[src/rtl/esc2d_pkg.sv]
// ----------------------------------------------------------------------------
// esc2d_pkg: shared types and constants of the epoch-to-date converter
// Widths, calendar constants, the sequencer states and the month length table.
// ----------------------------------------------------------------------------
package esc2d_pkg;

  // Number of seconds bits taken from the input beat (32 to 64).
  localparam int EPOCH_WIDTH = 32;

  localparam int SECS_PER_DAY  = 86400;
  localparam int DAYS_PER_400Y = 146097;
  localparam int YEAR_BASE     = 1970;
  localparam int YEAR_LIMIT    = 4095;

  // 86400 > 2**16, so the day count needs 16 bits fewer than the seconds.
  localparam int DAYS_W  = EPOCH_WIDTH - 16;
  // Remainders stay below 146097 < 2**18; a trial dividend holds one more bit.
  localparam int REM_W   = 18;
  localparam int TRIAL_W = REM_W + 1;
  localparam int CNT_W   = $clog2(EPOCH_WIDTH);
  // The working year holds 1970 + 400 * cycles + 399 at any width.
  localparam int YEAR_W  = DAYS_W;

  // Position of 1970 in the 400-year and 100-year leap pattern.
  localparam int BASE_MOD400 = YEAR_BASE % 400;
  localparam int BASE_MOD100 = YEAR_BASE % 100;

  localparam logic [11:0] SAT_YEAR  = 12'(YEAR_LIMIT);
  localparam logic [3:0]  SAT_MONTH = 4'd12;
  localparam logic [4:0]  SAT_DAY   = 5'd31;
  localparam logic [3:0]  LAST_MONTH = 4'd11;

  typedef enum logic [2:0] {
    ST_IDLE,
    ST_DIV_DAY,
    ST_DIV_CYCLE,
    ST_YEAR,
    ST_MONTH
  } esc2d_state_t;

  // Length of a month, month index from 0, February lengthened in leap years.
  function automatic logic [4:0] month_len(input logic [3:0] month, input logic is_leap);
    logic [4:0] len;
    begin
      case (month)
        4'd1:                       len = is_leap ? 5'd29 : 5'd28;
        4'd3, 4'd5, 4'd8, 4'd10:    len = 5'd30;
        default:                    len = 5'd31;
      endcase
      return len;
    end
  endfunction

endpackage

[src/rtl/epoch_seconds_to_calendar_date.sv]
// ----------------------------------------------------------------------------
// epoch_seconds_to_calendar_date: Unix seconds to Gregorian year, month, day
// A small sequencer drives one shared subtract-and-compare unit through two
// restoring divisions, a year-by-year count and a month-by-month count.
// ----------------------------------------------------------------------------
//  channel  | ports                                   | direction
//  ---------+-----------------------------------------+----------
//  input    | in_valid, in_stall, in_epoch_seconds    | into block
//  result   | out_valid, out_stall, out_year,         | out of block
//           | out_month, out_day                      |
//
// One beat runs through the two divisions, a count of whole years plus a final
// compare, a count of whole months plus a final compare (skipped when the year
// passes 4095 and the result saturates), and a return to idle before the next
// beat is taken; the shared subtractor serves these steps one after another.
// in_stall is high while a beat is in work. A finished result sits in the
// output register until taken; the block accepts the next beat meanwhile but
// holds its own result until the register frees up. Reset clears the
// sequencer and out_valid.
module epoch_seconds_to_calendar_date
  import esc2d_pkg::*;
(
  input  logic                   clk,
  input  logic                   rst_n,
  input  logic                   in_valid,
  output logic                   in_stall,
  input  logic [EPOCH_WIDTH-1:0] in_epoch_seconds,
  output logic                   out_valid,
  input  logic                   out_stall,
  output logic [11:0]            out_year,
  output logic [3:0]             out_month,
  output logic [4:0]             out_day
);

  esc2d_state_t state_r, state_nxt;

  logic [EPOCH_WIDTH-1:0] num_r, num_nxt;
  logic [REM_W-1:0]       rem_r, rem_nxt;
  logic [CNT_W-1:0]       cnt_r, cnt_nxt;
  logic [YEAR_W-1:0]      acc_r, acc_nxt;
  logic [YEAR_W-1:0]      year_r, year_nxt;
  logic [8:0]             mod400_r, mod400_nxt;
  logic [6:0]             mod100_r, mod100_nxt;
  logic [3:0]             month_r, month_nxt;

  logic        out_valid_r, out_valid_nxt;
  logic [11:0] out_year_r, out_year_nxt;
  logic [3:0]  out_month_r, out_month_nxt;
  logic [4:0]  out_day_r, out_day_nxt;

  // Shared subtract-and-compare unit.
  logic [TRIAL_W-1:0] sub_a, sub_b;
  logic [TRIAL_W:0]   sub_diff;
  logic               sub_ge;

  logic       is_leap;
  logic [4:0] mlen;
  logic       accept;
  logic       out_free;
  logic       month_done;

  assign accept   = in_valid && (state_r == ST_IDLE);
  assign out_free = !out_valid_r || !out_stall;
  assign is_leap  = (mod400_r[1:0] == 2'd0 && mod100_r != 7'd0) || (mod400_r == 9'd0);
  assign mlen     = month_len(month_r, is_leap);

  always_comb begin
    sub_a = {1'b0, rem_r};
    sub_b = '0;
    unique case (state_r)
      ST_DIV_DAY: begin
        sub_a = {rem_r, num_r[EPOCH_WIDTH-1]};
        sub_b = TRIAL_W'(SECS_PER_DAY);
      end
      ST_DIV_CYCLE: begin
        sub_a = {rem_r, num_r[EPOCH_WIDTH-1]};
        sub_b = TRIAL_W'(DAYS_PER_400Y);
      end
      ST_YEAR:  sub_b = is_leap ? TRIAL_W'(366) : TRIAL_W'(365);
      ST_MONTH: sub_b = {{(TRIAL_W-5){1'b0}}, mlen};
      default:  sub_b = '0;
    endcase
  end

  assign sub_diff = {1'b0, sub_a} - {1'b0, sub_b};
  assign sub_ge   = !sub_diff[TRIAL_W];

  // The month count ends on a short remainder or on December.
  assign month_done = !sub_ge || (month_r == LAST_MONTH);

  // Next state.
  always_comb begin
    state_nxt = state_r;
    unique case (state_r)
      ST_IDLE:      if (accept) state_nxt = ST_DIV_DAY;
      ST_DIV_DAY:   if (cnt_r == '0) state_nxt = ST_DIV_CYCLE;
      ST_DIV_CYCLE: if (cnt_r == '0) state_nxt = ST_YEAR;
      ST_YEAR: begin
        if (!sub_ge) begin
          if (year_r > YEAR_W'(YEAR_LIMIT)) begin
            if (out_free) state_nxt = ST_IDLE;
          end else begin
            state_nxt = ST_MONTH;
          end
        end
      end
      ST_MONTH:     if (month_done && out_free) state_nxt = ST_IDLE;
      default:      state_nxt = ST_IDLE;
    endcase
  end

  // Datapath and outputs.
  always_comb begin
    num_nxt       = num_r;
    rem_nxt       = rem_r;
    cnt_nxt       = cnt_r;
    acc_nxt       = acc_r;
    year_nxt      = year_r;
    mod400_nxt    = mod400_r;
    mod100_nxt    = mod100_r;
    month_nxt     = month_r;
    out_valid_nxt = out_valid_r && out_stall;
    out_year_nxt  = out_year_r;
    out_month_nxt = out_month_r;
    out_day_nxt   = out_day_r;

    unique case (state_r)
      ST_IDLE: begin
        if (accept) begin
          num_nxt    = in_epoch_seconds;
          rem_nxt    = '0;
          cnt_nxt    = CNT_W'(EPOCH_WIDTH - 1);
          acc_nxt    = '0;
          mod400_nxt = 9'(BASE_MOD400);
          mod100_nxt = 7'(BASE_MOD100);
          month_nxt  = '0;
        end
      end
      ST_DIV_DAY: begin
        rem_nxt = sub_ge ? sub_diff[REM_W-1:0] : sub_a[REM_W-1:0];
        num_nxt = {num_r[EPOCH_WIDTH-2:0], sub_ge};
        cnt_nxt = cnt_r - 1'b1;
        if (cnt_r == '0) begin
          // The day count sits in the low bits; bring its top bit to the front.
          num_nxt = {num_r[EPOCH_WIDTH-2:0], sub_ge} << (EPOCH_WIDTH - DAYS_W);
          rem_nxt = '0;
          cnt_nxt = CNT_W'(DAYS_W - 1);
        end
      end
      ST_DIV_CYCLE: begin
        rem_nxt = sub_ge ? sub_diff[REM_W-1:0] : sub_a[REM_W-1:0];
        num_nxt = {num_r[EPOCH_WIDTH-2:0], 1'b0};
        cnt_nxt = cnt_r - 1'b1;
        // Quotient bits arrive MSB first, so 400 * quotient builds by doubling.
        acc_nxt = {acc_r[YEAR_W-2:0], 1'b0} + (sub_ge ? YEAR_W'(400) : YEAR_W'(0));
        if (cnt_r == '0) year_nxt = acc_nxt + YEAR_W'(YEAR_BASE);
      end
      ST_YEAR: begin
        if (sub_ge) begin
          rem_nxt    = sub_diff[REM_W-1:0];
          year_nxt   = year_r + 1'b1;
          mod400_nxt = (mod400_r == 9'd399) ? 9'd0 : mod400_r + 1'b1;
          mod100_nxt = (mod100_r == 7'd99) ? 7'd0 : mod100_r + 1'b1;
        end else if (year_r > YEAR_W'(YEAR_LIMIT) && out_free) begin
          out_valid_nxt = 1'b1;
          out_year_nxt  = SAT_YEAR;
          out_month_nxt = SAT_MONTH;
          out_day_nxt   = SAT_DAY;
        end
      end
      ST_MONTH: begin
        if (!month_done) begin
          rem_nxt   = sub_diff[REM_W-1:0];
          month_nxt = month_r + 1'b1;
        end else if (out_free) begin
          out_valid_nxt = 1'b1;
          out_year_nxt  = year_r[11:0];
          out_month_nxt = month_r + 1'b1;
          out_day_nxt   = rem_r[4:0] + 1'b1;
        end
      end
      default: begin
        num_nxt = num_r;
      end
    endcase
  end

  always_ff @(posedge clk) begin
    if (!rst_n) begin
      state_r     <= ST_IDLE;
      out_valid_r <= 1'b0;
    end else begin
      state_r     <= state_nxt;
      out_valid_r <= out_valid_nxt;
    end
  end

  always_ff @(posedge clk) begin
    num_r       <= num_nxt;
    rem_r       <= rem_nxt;
    cnt_r       <= cnt_nxt;
    acc_r       <= acc_nxt;
    year_r      <= year_nxt;
    mod400_r    <= mod400_nxt;
    mod100_r    <= mod100_nxt;
    month_r     <= month_nxt;
    out_year_r  <= out_year_nxt;
    out_month_r <= out_month_nxt;
    out_day_r   <= out_day_nxt;
  end

  assign in_stall  = (state_r != ST_IDLE);
  assign out_valid = out_valid_r;
  assign out_year  = out_year_r;
  assign out_month = out_month_r;
  assign out_day   = out_day_r;

endmodule

[config.mk]
export PLATFORM = sky130hd
export DESIGN_NAME = epoch_seconds_to_calendar_date
export DESIGN_NICKNAME = d
export VERILOG_FILES = /design/src/rtl/esc2d_pkg.sv /design/src/rtl/epoch_seconds_to_calendar_date.sv
export SDC_FILE = /design/constraint.sdc
export NUM_CORES = 1
export LEC_CHECK = 0
export ABC_AREA = 1
export BUFFER_PORTS_ARGS = -buffer_cell sky130_fd_sc_hd__buf_4
export CELL_PAD_IN_SITES_DETAIL_PLACEMENT = 0
export CELL_PAD_IN_SITES_GLOBAL_PLACEMENT = 1
export CORE_MARGIN = 3
export CORE_UTILIZATION = 43
export CTS_BUF_LIST = sky130_fd_sc_hd__clkbuf_4
export CTS_CLUSTER_SIZE = 28
export DETAILED_ROUTE_END_ITERATION = 16
export GPL_ROUTABILITY_DRIVEN = 0
export GPL_TIMING_DRIVEN = 0
export MAX_ROUTING_LAYER = met4
export PLACE_DENSITY_LB_ADDON = 0.1
export SKIP_CTS_REPAIR_TIMING = 1
export SLEW_MARGIN = 20
export SYNTH_ARGS = -nofsm -noshare
export SYNTH_HDL_FRONTEND = slang
export SYNTH_SLANG_ARGS = --single-unit
[constraint.sdc]
create_clock -name clk -period 5.5 [get_ports clk]
set_input_delay 1.1 -clock clk [delete_from_list [all_inputs] [get_ports clk]]
set_output_delay 1.1 -clock clk [all_outputs]
set_load 0.02 [all_outputs]
==> impl_metrics.json, run 1 <==
{
  "yosysTopAreaCell": "edfxtp_1",
  "synth_cell_types": 47,
  "wirelength_um": 18700,
  "worst-r2r-cell-count": 29,
  "detailed_place_hpwl_um": 13900,
  "seq_area_frac_synth_pct": 49.2,
  "dr.pass1.iters": 5,
  "max_cap_violations": 0,
  "yosysWarningCount": 0,
  "synth.area.top_cells": "edfxtp_1, nand2_1, inv_1",
  "fin_hold_ws_ps": 555,
  "synth-main-ff-cell": "edfxtp_1",
  "yosysMostFrequentCell": "nand2_1",
  "cts_buffer_depth": 2,
  "start_util_pct": 44.1,
  "coreArea_um2": 17400,
  "critical-path-max-stage-delay_ps": 470,
  "grt_pass1_vias": 5983,
  "antenna_left": 0,
  "r2r_start": "state_r[1]",
  "cts_tree": "yes",
  "fin_nets": 1065,
  "hold_path_class": "reg2reg",
  "clk_latency_ps": 540,
  "synthCells": 910,
  "synthesis.area_um2": 7680,
  "layout_min_cycle_time_ps": 5010,
  "grt_max_degree": 33,
  "clkSinkCount": 127,
  "maxSlewViolCount": 0,
  "htree_num_levels": 4,
  "die_w_um": 140,
  "slew_headroom_pct": 42.5,
  "synth_top_area_share_pct": 48.1,
  "period_share_pct": 91.2,
  "overflow": 0,
  "finalSetupTns_ps": 0,
  "path_buf_inv": 6,
  "hold_start": "num_r[30]",
  "min_to": "num_r[31]",
  "status": "finished clean",
  "avgSynthCellArea_um2": 8.44,
  "vias": 6263,
  "hold_path_depth": 2,
  "cts_root_buffer": "clkbuf_4",
  "grt_first_pass_wirelength_um": 30500,
  "synth_commonest_cells": "nand2_1, edfxtp_1, inv_1",
  "clock.fmax_mhz": 199,
  "grt_util_all_layers_pct": 20.2,
  "crit_path_max_fanout": 12,
  "drtIter0Drc": 280,
  "path_clk_slew_ps": 130,
  "area_delta_synth_final_pct": 15.8,
  "wl_per_cell_um": 15.1,
  "endpoint_kind": "flip-flop",
  "rsz0062_at_grt": "false",
  "synth_fp_nets": 978,
  "die_h_um": 140,
  "synthArstFlopShare_pct": 0,
  "worstSetupPathType": "reg2reg",
  "dieArea_um2": 19500,
  "port_buffers": 58,
  "slowest_stage": "fa_1",
  "required_ps": 5780,
  "regToRegEndpoint": "year_r[14]",
  "rows": 48,
  "cp.depth": 29,
  "via_per_inst": 5.05,
  "reg2reg_slack_ps": 490,
  "setup-violations-final": 0,
  "drc": 0,
  "path_delay_family": "simple AND/OR/NAND/NOR gates",
  "finClkSkew_ps": 20.1,
  "cp.arrival_ps": 5300,
  "tightest_slew_ps": 855,
  "hold_viol": 0,
  "drive_gt1_share_pct": 15.0,
  "synth-edff-count": 123,
  "ys_ff_latch": 127,
  "antenna_found_initial": 1,
  "ios": 59,
  "cts_made_buffers": 17,
  "cp-start-kind": "flip-flop"
}
==> routing by layer <==
layer	vias up	wire length [um]	global-route usage, %	share of wire, %
li1	3224	-	-	-
met1	2909	8770	26.1	47
met2	116	9110	33.8	49
met3	14	662	3.57	3.5
met4	0	152	4.28	0.81
met5	-	0	-	0
==> worst max-delay path by stage <==
stage	end	startpoint	slack (ps)
floorplan	year_r[14]	state_r[0]	1030
global placement	rem_r[13]	state_r[0]	-930
detailed placement	year_r[14]	state_r[2]	-250
CTS	year_r[14]	state_r[2]	-280
global route	year_r[14]	state_r[2]	20
finish	year_r[14]	state_r[1]	490
==> cell families (layout without fill, tap and decap cells) <==
family,after synthesis,in the layout,synth area share (%)
xor gates and xnor gates,27,27,3.08
DFF,127,127,49.2
adders and majority gates,32,32,5.41
and+or+nand+nor,424,424,23.6
muxes,1,1,0.130
other,0,5,0
buffers and inverters,151,251,7.59
AOI/OAI and AO/OA,148,148,11.0
==> cell type report <==
type | count | area, um2
antenna | 5 | 12.5
clock buffer | 17 | 128
multi-input combinational | 632 | 3370
sequential | 127 | 3780
clock inverter | 15 | 179
buffer | 21 | 105
fill | 1714 | 8530
inverter | 129 | 484
tap | 225 | 282
timing repair buffer | 69 | 553
==> per-stage QoR <==
stage | utilization, % | setup WS [ps] | area (um2) | std cells
after detailed placement | 48.7 | -254 | 8490 | 1198
after CTS | 50.5 | -277 | 8800 | 1230
after floorplan | - | 1030 | 7680 | 910
after global placement | 48.2 | -933 | 8390 | 1193
final | 51.0 | 485 | 8890 | 1240
after global routing | 51.0 | 23.5 | 8890 | 1240
==> state kept, by name (all words and copies together), names as in the netlist <==
signal / cells
num_r: 32
rem_r: 18
year_r: 16
out_year: 12
acc_r: 11
mod400_r: 9
mod100_r: 7
cnt_r: 5
out_day: 5
month_r: 4
out_month: 4
state_r: 3
out_valid: 1
==> worst register-to-register path: cells and delay by family, from the launching register on <==
kind / cells / cell delay (ps)
compound gates: 6 / 790
flops: 1 / 380
fa+ha+maj: 3 / 980
buf+inv: 6 / 850
simple gates: 14 / 1750
==> layout by cell type (no fill, tap or decap), drive strengths merged, types with 16 or more instances in the layout <==
cell type	netlist	routed
xor2	16	16
edfxtp	123	123
ha	30	30
a21oi	33	33
nand3	54	54
o21ai	75	75
nand2	239	239
nor2	90	90
buf	10	76
clkbuf	12	31
o211ai	21	21
inv	128	134
Power of run 1 is left out: the tool's default activity adds up to more than one toggle a clock period on the data nets, which glitch-free logic cannot reach.
==> run 2: changes to the inputs <==
==> constraint.sdc (replaced) <==
create_clock -name clk -period 5.5 [get_ports clk]
set_input_delay 0.275 -clock clk [delete_from_list [all_inputs] [get_ports clk]]
set_output_delay 0.275 -clock clk [all_outputs]
set_load 0.02 [all_outputs]
==> run 2 against run 1 <==
Against the previous run: final cell count rose by 1.3%; die area did not move; first-iteration DRC count fell by 0.36%; critical path type unchanged.
==> impl_metrics.json, run 2 (synthesis gave the netlist of run 1 again) <==
{
  "top_regs": "num_r: 32 flops, rem_r: 18 flops, year_r: 16 flops",
  "coreArea_um2": 17400,
  "max_cap_violations": 0,
  "cts_made_buffers": 17,
  "rows": 48,
  "drtIter0Drc": 279,
  "cts_buffer_depth": 2,
  "ios": 59,
  "crit_path_max_fanout": 12,
  "maxSlewViolCount": 0,
  "port_buffers": 58,
  "hold_path_class": "in2reg",
  "path_buf_inv": 6,
  "drc": 0,
  "cts_root_buffer": "clkbuf_4",
  "finalInstanceArea_um2": 9050,
  "grt_util_all_layers_pct": 20.2,
  "setup-violations-final": 0,
  "cp-start-kind": "flip-flop",
  "layout_min_cycle_time_ps": 5000,
  "cp.arrival_ps": 5290,
  "period_share_pct": 91.0,
  "fillers": 1696,
  "antenna_left": 0,
  "wl_per_cell_um": 15.0,
  "rsz0062_at_grt": "false",
  "layoutNonFillerInstCount": 1256,
  "die_w_um": 140,
  "start_util_pct": 44.1,
  "via_per_inst": 5.03,
  "clock.fmax_mhz": 200,
  "drive_gt1_share_pct": 14.7,
  "antenna_found_initial": 1,
  "endpoint_kind": "flip-flop",
  "dp_cells": 1198,
  "cts_tree": "yes",
  "required_ps": 5780,
  "dr.pass1.iters": 4,
  "slowest_stage": "fa_1",
  "path_clk_slew_ps": 130,
  "critical-path-max-stage-delay_ps": 470,
  "area_delta_synth_final_pct": 17.9,
  "hold_viol": 0,
  "overflow": 0,
  "wirelength_um": 18800,
  "fin_nets": 1081,
  "grt_first_pass_wirelength_um": 30500,
  "worstSetupPathType": "reg2reg",
  "dieArea_um2": 19500,
  "tightest_slew_ps": 852,
  "clkSinkCount": 127,
  "largest_register": "num_r",
  "largest_reg_flops": 32,
  "slew_headroom_pct": 42.8,
  "die_h_um": 140,
  "grt_max_degree": 33,
  "htree_num_levels": 4,
  "dpl_cell_area_um2": 8490,
  "layout_common_cells": "nand2_1, edfxtp_1, inv_1, nor2_1, o21ai_0",
  "status": "finished clean",
  "path_delay_family": "simple AND/OR/NAND/NOR gates",
  "layout.cells.most_common": "nand2_1",
  "finClkSkew_ps": 23.5,
  "detailed_place_hpwl_um": 13900,
  "clk_latency_ps": 550,
  "grt_pass1_vias": 5983,
  "vias": 6318
}
[run 2: final timing paths]
path | startpoint | endpoint | slack [ps] | depth (start not counted)
setup / recovery | state_r[1] | year_r[14] | 500 | 29
hold / removal | in_epoch_seconds[9] | num_r[9] | 20 | 3
setup reg to reg | state_r[1] | year_r[14] | 500 | 29
hold reg to reg | num_r[21] | num_r[22] | 560 | 2
[run 2: area by class of cell]
class                      count  area (um2)  share of cell area [%]
clock inverter                15         179                    1.98
antenna                        5        12.5                   0.138
tap                          225         282                    3.11
timing repair buffer          85         713                    7.88
clock buffer                  17         128                    1.41
buffer                        21         105                    1.16
multi-input combinational    632        3370                    37.3
sequential                   127        3780                    41.7
inverter                     129         484                    5.35
[run 2: layer usage]
| layer | vias to the layer above | share of wire [%] | wire (um) | track usage, % |
|---|---|---|---|---|
| met1 | 2927 | 47 | 8760 | 26.1 |
| li1 | 3261 | - | - | - |
| met2 | 114 | 49 | 9230 | 33.8 |
| met5 | - | 0 | 0 | - |
| met3 | 16 | 3.6 | 678 | 3.57 |
| met4 | 0 | 0.82 | 155 | 4.28 |
[run 2: stage by stage]
stage                     utilization, %  hold WS [ps]  TNS, ps  worst slack (ps)
after CTS                           50.5         -82.6     -395              -277
after floorplan                        -           373        0              1030
final                               52.0          19.2        0               495
after global routing                52.0          1.02        0              23.5
after detailed placement            48.7           519     -343              -254
after global placement              48.2           525   -17150              -933
[run 2: tightest hold or removal path, cell delays in order]
cell and delay [ps]:
buf_4 80, nand2_1 40, o21ai_0 60
Power of run 2 is left out for the same reason.
